File: config.mk
export PLATFORM = sky130hd
export DESIGN_NAME = ght_ctrl
export DESIGN_NICKNAME = d
export VERILOG_FILES = /design/src/rtl/ght_pkg.sv /design/src/rtl/ght_ctrl.sv
export SDC_FILE = /design/constraint.sdc
export NUM_CORES = 1
export LEC_CHECK = 0
export BUFFER_PORTS_ARGS = -buffer_cell sky130_fd_sc_hd__buf_2
export CAP_MARGIN = 30
export CORE_AREA = 2 2 39 41
export DETAILED_ROUTE_END_ITERATION = 7
export DIE_AREA = 0 0 41 43
export PLACE_DENSITY_LB_ADDON = 0.15
export SLEW_MARGIN = 20
export SYNTH_ARGS = -nofsm -noshare
export SYNTH_HDL_FRONTEND = slang
export SYNTH_SLANG_ARGS = --single-unit
File: constraint.sdc
create_clock -name clk -period 1.4 [get_ports clk]
set_input_delay 0.21 -clock clk [delete_from_list [all_inputs] [get_ports clk]]
set_output_delay 0.21 -clock clk [all_outputs]
set_load 0.1 [all_outputs]
File: src/rtl/ght_pkg.sv
`default_nettype none

package ght_pkg;

	localparam int SLOTS    = 128;
	localparam int GEN_BITS = 16;
	localparam int REF_BITS = 16;
	localparam int OBJ_BITS = 32;
	localparam int IDX_BITS = $clog2(SLOTS);
	localparam int HND_BITS = GEN_BITS + IDX_BITS;

	// free-slot search: groups of eight, one group picked per cycle
	localparam int GRP_SIZE  = 8;
	localparam int GRP_LBITS = 3;
	localparam int NGRP      = (SLOTS + GRP_SIZE - 1) / GRP_SIZE;
	localparam int GRP_BITS  = (NGRP > 1) ? $clog2(NGRP) : 1;
	localparam int PAD_SLOTS = NGRP * GRP_SIZE;
	localparam int SEL_BITS  = GRP_BITS + GRP_LBITS;

	typedef logic [IDX_BITS-1:0] idx_t;
	typedef logic [IDX_BITS:0]   hint_t;
	typedef logic [GEN_BITS-1:0] gen_t;
	typedef logic [REF_BITS-1:0] ref_t;
	typedef logic [OBJ_BITS-1:0] obj_t;
	typedef logic [HND_BITS-1:0] hnd_t;

	localparam gen_t  GEN_MAX  = {GEN_BITS{1'b1}};
	localparam gen_t  GEN_INIT = gen_t'(1);
	localparam ref_t  REF_MAX  = {REF_BITS{1'b1}};
	localparam ref_t  REF_ONE  = ref_t'(1);
	localparam hint_t HINT_END = hint_t'(SLOTS);

	typedef enum logic [1:0] {
		REQ_ALLOC   = 2'd0,
		REQ_RETAIN  = 2'd1,
		REQ_RELEASE = 2'd2,
		REQ_LOOKUP  = 2'd3
	} ght_req_t;

	typedef enum logic [1:0] {
		ST_OK       = 2'd0,
		ST_INVALID  = 2'd1,
		ST_FULL     = 2'd2,
		ST_OVERFLOW = 2'd3
	} ght_status_t;

	typedef struct packed {
		ght_req_t req_type;
		hnd_t     handle_in;
		obj_t     object_in;
	} ght_in_t;

	typedef struct packed {
		ght_status_t status;
		hnd_t        handle_out;
		obj_t        object_out;
		ref_t        ref_count;
		logic        freed;
	} ght_out_t;

	typedef struct packed {
		gen_t gen;
		ref_t refs;
	} tbl_word_t;

	typedef struct packed {
		logic accept;
		logic search;
		logic commit;
	} ght_cmd_t;

	typedef struct packed {
		logic alloc_req;
	} ght_sts_t;

endpackage

`default_nettype wire

File: src/rtl/ght_ctrl.sv
`default_nettype none

module ght_ctrl
	import ght_pkg::*;
(
	input  wire logic     clk,
	input  wire logic     arst_n,
	input  wire logic     req_valid,
	output logic          req_ready,
	output logic          rsp_valid,
	input  wire logic     rsp_ready,
	input  wire ght_sts_t sts,
	output ght_cmd_t      cmd
);

	typedef enum logic [2:0] {
		S_IDLE   = 3'b001,
		S_SEARCH = 3'b010,
		S_EXEC   = 3'b100
	} ght_state_t;

	ght_state_t state_q, state_d;
	logic       rsp_valid_q;
	logic       out_free;

	always_comb begin
		req_ready  = (state_q == S_IDLE);
		out_free   = !rsp_valid_q || rsp_ready;
		cmd.accept = req_valid && req_ready;
		cmd.search = (state_q == S_SEARCH);
		cmd.commit = (state_q == S_EXEC) && out_free;
		state_d    = state_q;
		case (state_q)
			S_IDLE: begin
				if (cmd.accept) begin
					state_d = sts.alloc_req ? S_SEARCH : S_EXEC;
				end
			end
			S_SEARCH: begin
				state_d = S_EXEC;
			end
			S_EXEC: begin
				// hold here until the output register can take the result
				if (out_free) begin
					state_d = S_IDLE;
				end
			end
			default: begin
				state_d = S_IDLE;
			end
		endcase
	end

	always_ff @(posedge clk or negedge arst_n) begin
		if (!arst_n) begin
			state_q     <= S_IDLE;
			rsp_valid_q <= 1'b0;
		end else begin
			state_q <= state_d;
			if (cmd.commit) begin
				rsp_valid_q <= 1'b1;
			end else if (rsp_ready) begin
				rsp_valid_q <= 1'b0;
			end
		end
	end

	assign rsp_valid = rsp_valid_q;

endmodule

`default_nettype wire

==> results by group, run 1 <==
CTS
  • Worst skew pair latency: 240 ps
  • Clock Path Buffers: 2
  • H-tree depth: 1
  • CTS buffer count: 3
  • # clock sinks: 4
  • CTS clk-pin slew, worst paths: around 40 ps
  • CTS tree: yes
  • CTS root buffer: clkbuf_4

Setup path
  • Arrival time worst endpoint: 1400 ps
  • Crit-path slowest cell: dfrtp_1
  • CP peak stage delay: 370 ps
  • CP Launch Type: flop
  • CP max FO: 2
  • Critical R2R Launch: state_q[0]
  • Critical-path cell list: or3b_1 > and2b_4 > buf_12
  • Worst r2r path cells: 4
  • Worst EP required: around 1200 ps
  • Reg-to-reg slack, setup: about 100 ps
  • Crit. End Element: output port
  • Endpoint of the worst-slack reg-to-reg timing path: state_q[2]
  • Crit path kind: reg -> out

Run
  • Max-Cap Viols: 0

Global routing
  • Vias in the first global route: between 150 and 200
  • First-pass GRT wire length: 710 µm
  • Tot GR Track Use: 6.55%
  • Initial antenna violation count: 0
  • Largest net degree at the start of global routing: 6
  • Global route overflow: 0

Power
  • Maximum vdd drop: 0.580 mV
  • PD cells: between 1500 and 2000 nW/µm²
  • Leak: 0.204 nW

Logic synthesis
  • Yosys cell types: 15
  • Synth Warn #: 0
  • Mean area per synthesized cell: 10.1 µm²
  • Seq cells post-synth: 4
  • Post-Syn Nets: 24
  • Cell taking the most area after synthesis: dfrtp_1
  • Mapped Area: 193 µm²
  • Synth top area cells: dfrtp_1 (39%), dfstp_2 (14%), nor2_1 (5.8%)
  • Register area share after synthesis: 52.6%
  • Post-Syn Instances: 19
  • Yosys top cell area share: 39.0%

Timing
  • Max Freq: 0.622 GHz
  • # setup viols final: 3
  • Period utilization: 115%
  • Worst slew margin: around 68%
  • Tightest Pin Transition: 483 ps
  • Final hold vios: 0
  • Max Transition Viols Final: 0
  • Worst setup margin: -209 ps
  • Clock Skew: 7.16 ps
  • RSZ-0062 raised after global routing: yes
  • Fin crit period: about 1600 ps

Detailed routing
  • Initial drt markers: 4
  • Wire length per cell: 8.69 µm
  • Remaining DRCs: 0
  • DRT Pass-1 Iters: 4
  • Final wirelength: 478 µm
  • Post-route ant nets: 0
  • Vias/cell: 3.65
  • Vias after detailed routing: 201

Layout
  • Final nets: 45
  • Cell area after layout: 435 µm²
  • Most common cell after layout, fill and taps aside: buf_4
  • Inserted Diodes: 0
  • Most frequent cells in the layout: buf_4 (6), buf_2 (5), buf_12 (4)
  • Fraction of layout cells with a size suffix above 1: between 60% and 70%
  • Area delta synth->final: 126%

Place
  • Routability Congestion: 0.684
  • DP Area: 364 µm²
  • IO Port Bufs: 9
  • Setup WS pre-CTS: 10.7 ps

Floorplanning
  • Core Rows: 14
  • IO Count: 10
  • Core area: approximately 1400 µm²
  • Die H: 43 µm
  • Die area: 1760 µm²
  • Die X: 41 µm
  • Initial Util: 13.9%

Min path
  • Worst Hold End: state_q[1]
  • Worst Hold Launch: sts
  • Worst Hold Class: in -> reg
  • Hold Path Stages: 2

Run status
  • Failing checks: negative setup slack
  • Outcome: complete, but fails checks
[cell families after synthesis]
group            after synthesis  share of synthesized area [%]
AND/OR/NAND/NOR               14                           44.8
AO/OA/AOI/OAI                  1                           2.59
flip-flops                     4                           52.6
[how the worst max path moves through the flow]
stage	endpoint	cells after the start	slack (ps)	startpoint
final	cmd[0]	3	-210	state_q[1]
after floorplan	state_q[2]	3	-200	state_q[0]
after global placement	cmd[0]	3	6	state_q[0]
after CTS	cmd[0]	3	-230	state_q[1]
after global routing	cmd[0]	3	-250	state_q[1]
after detailed placement	cmd[0]	3	10	state_q[0]
[metal layers]
metal	vias to the layer above	global-route usage (%)	wire, µm
met5	-	0	0
met4	0	8.00	0
met3	0	1.57	26
met2	5	7.81	256
met1	93	8.12	194
li1	103	-	-
[registers in the layout (all words and copies together), names as in the netlist]
signal,flops
state_q,3
rsp_valid,1
[worst max-delay path: cells and delay by family (launching register included)]
family,cells,cell delay (ps)
AND/OR/NAND/NOR,2,630
flip-flops,1,370
buffers and inverters,1,160
[power by group]
group	internal [mW]	leakage [nW]	total (mW)	switching (mW)
registers	0.140	0.0494	0.147	0.00732
logic	0.154	0.140	0.400	0.247
clock network	0.107	0.0150	0.156	0.0493
[synth_stat cells]
cell / instances
or2b_2: 1
a21oi_1: 1
or3_1: 1
nand3b_1: 1
and2_1: 1
or3b_1: 1
dfstp_2: 1
nor3b_1: 1
nand2b_1: 1
dfrtp_1: 3
nor2_1: 3
nand2_1: 1
nor2_2: 1
and2b_2: 1
nor3_1: 1
[per-stage QoR]
stage                     hold slack, ps  power (mW)  TNS (ps)  std cells  utilization [%]
after floorplan                    -85.6       0.396      -700         19                -
after global placement              17.5       0.519         0         47             26.3
after detailed placement            17.1       0.521         0         47             26.3
after CTS                            218       0.702      -481         54             30.0
after global routing                 233       0.740      -565         55             31.5
final                                227       0.704      -393         55             31.5
[area by class of cell]
type | instances | area (µm²)
repair buffers | 16 | 160
multi-input cells | 15 | 126
well taps | 16 | 20.0
clock buffers | 4 | 26.3
fillers | 147 | 948
flip-flops and latches | 4 | 103
[timing repair]
item	4_1_cts	5_1_grt
hold endpoints to repair	4	0
hold buffers	1	0
buffers inserted	2	1
endpoints found under the setup margin	3	4
gates cloned	0	0
pin swaps	2	1
resized for setup	0	2
Note: power is estimated with default switching activity, not from simulation.
==> inputs of run 2 (changes only) <==
- PLACE_DENSITY: unset -> 0.39
- PLACE_DENSITY_LB_ADDON: 0.15 -> unset
==> results by group, run 2 (same netlist as run 1, synthesis figures left out) <==
CTS
  • CTS buffer count: 3 (unchanged)
  • # clock sinks: 4 (unchanged)
  • CTS clk-pin slew, worst paths: 40 ps (about the same)
  • CTS tree: yes (unchanged)
  • H-tree depth: 1 (unchanged)
  • Clock Path Buffers: 2 (unchanged)
  • Worst skew pair latency: 230 ps (was 240 ps)
  • CTS root buffer: clkbuf_4 (unchanged)

Global routing
  • Global route overflow: 0 (unchanged)
  • Vias in the first global route: 202 (was 190)
  • Initial antenna violation count: 0 (unchanged)
  • Largest net degree at the start of global routing: 6 (unchanged)
  • First-pass GRT wire length: 717 µm (was 710 µm)
  • Tot GR Track Use: 6.26% (was 6.55%)

Setup path
  • Worst r2r path cells: 4 (unchanged)
  • Reg-to-reg slack, setup: 120 ps (was 100 ps)
  • Critical R2R Launch: state_q[0] (unchanged)
  • Worst EP required: 1190 ps (about the same)
  • CP Launch Type: flop (unchanged)
  • Crit path kind: reg -> out (unchanged)
  • Arrival time worst endpoint: 1410 ps (was 1400 ps)
  • Crit. End Element: output port (unchanged)
  • CP max FO: 2 (unchanged)
  • Endpoint of the worst-slack reg-to-reg timing path: state_q[2] (unchanged)

Timing
  • Tightest Pin Transition: 484 ps (was 483 ps)
  • Period utilization: 115% (about the same)
  • Clock Skew: 6.11 ps (was 7.16 ps)
  • Fin crit period: 1620 ps (was 1610 ps)
  • RSZ-0062 raised after global routing: yes (unchanged)
  • Max Transition Viols Final: 0 (unchanged)
  • Final hold vios: 0 (unchanged)
  • Worst slew margin: 68.0% (about the same)
  • Max Freq: 0.619 GHz (was 0.622 GHz)
  • Setup TNS: -403 ps (was -393 ps)
  • Worst setup margin: -216 ps (was -209 ps)
  • # setup viols final: 3 (unchanged)

Place
  • IO Port Bufs: 9 (unchanged)
  • Placed Cells: 48 (was 47)
  • Routability Congestion: 0.731 (was 0.684)
  • DP HPWL: around 370 µm

Min path
  • Worst Hold Launch: sts (unchanged)
  • Worst Hold End: state_q[1] (unchanged)
  • Hold Path Stages: 2 (unchanged)
  • Worst Hold Class: in -> reg (unchanged)

Power
  • Leak: 0.208 nW (was 0.204 nW)
  • Post-route total power: 0.710 mW (was 0.704 mW)
  • Maximum vdd drop: 0.380 mV (was 0.580 mV)
  • PD cells: 1620 nW/µm² (about the same)

Layout
  • Area delta synth->final: 128% (was 126%)
  • Fraction of layout cells with a size suffix above 1: 69.2% (unchanged)
  • Final non-filler cell total: 55 (unchanged)
  • Largest Register: state_q (unchanged)
  • Fin util: 31.7% (was 31.5%)
  • Inserted Diodes: 0 (unchanged)
  • Largest register FFs: 3 (unchanged)
  • Final nets: 45 (unchanged)
  • Most frequent cells in the layout: buf_2 (5), buf_4 (5), buf_12 (4) (was buf_4 (6), buf_2 (5), buf_12 (4))
  • Area of the multi-input gates: 126 µm² (unchanged)
  • Sequential cell area: 103 µm² (unchanged)
  • Fill count: 152 (was 147)

Detailed routing
  • Vias/cell: 3.75 (was 3.65)
  • Remaining DRCs: 0 (unchanged)
  • Vias after detailed routing: 206 (was 201)
  • Final wirelength: 447 µm (was 478 µm)
  • Initial drt markers: 3 (was 4)
  • DRT Pass-1 Iters: 4 (unchanged)
  • Post-route ant nets: 0 (unchanged)
  • Wire length per cell: 8.13 µm (was 8.69 µm)

Run
  • Max-Cap Viols: 0 (unchanged)

Floorplanning
  • Die area: 1760 µm² (unchanged)
  • Core Rows: 14 (unchanged)
  • IO Count: 10 (unchanged)
  • Die H: 43 µm (unchanged)
  • Initial Util: 13.9% (unchanged)
  • Core area: 1380 µm² (unchanged)
  • Die X: 41 µm (unchanged)

Run status
  • Failing checks: negative setup slack (unchanged)
  • Outcome: complete, but fails checks (unchanged)
==> run 2: cell counts in the layout (fill, tap and decap cells not counted) <==
No cell type changed its count.
==> run 2: where the power goes <==
group,total (mW),leakage [nW],switching [mW],internal [mW]
logic,0.409,0.143,0.247,0.162
clock network,0.153,0.0150,0.0459,0.107
registers,0.148,0.0494,0.00839,0.140
total,0.710,0.208,0.301,0.408
==> run 2: through the flow <==
step | setup slack [ps] | area (µm²) | hold slack, ps
floorplan | -197 | 216 | -85.6
global placement | 22.2 | 372 | 14.9
detailed placement | 30.6 | 372 | 16.1
CTS | -230 | 428 | 216
global route | -260 | 439 | 231
finish | -216 | 439 | 220
==> run 2: how the worst max path moves through the flow <==
stage               startpoint         end  slack, ps
global placement    state_q[0]      cmd[0]         20
floorplan           state_q[0]  state_q[2]       -200
CTS                 state_q[1]      cmd[0]       -230
detailed placement  state_q[0]      cmd[0]         30
finish              state_q[0]      cmd[0]       -220
global route        state_q[1]      cmd[0]       -260
==> run 2: cell type report <==
class | instances | area share (%)
repair buffers | 16 | 37.3
multi-input cells | 15 | 28.8
flip-flops and latches | 4 | 23.4
clock buffers | 4 | 5.98
well taps | 16 | 4.56
==> run 2: repair_timing <==
| action | 4_1_cts | 5_1_grt |
|---|---|---|
| hold endpoints to repair | 4 | 0 |
| buffers inserted | 1 | 1 |
| gates resized for setup | 2 | 1 |
| hold buffers | 1 | 0 |
| pin swaps | 3 | 3 |
| setup endpoints to repair | 4 | 4 |
==> run 2: routing by layer <==
| metal | share of wire (%) | up-vias | GRT usage, % |
|---|---|---|---|
| met4 | 0 | 0 | 6.00 |
| met1 | 32 | 100 | 6.89 |
| met5 | 0 | - | 0 |
| met3 | 5.6 | 0 | 2.09 |
| met2 | 62 | 3 | 8.75 |
| li1 | - | 103 | - |
==> run 2: critical path, stage by stage, from the launching register on <==
cell and delay (ps):
dfstp_2 360, or3b_1 380, and2b_4 270, buf_12 170
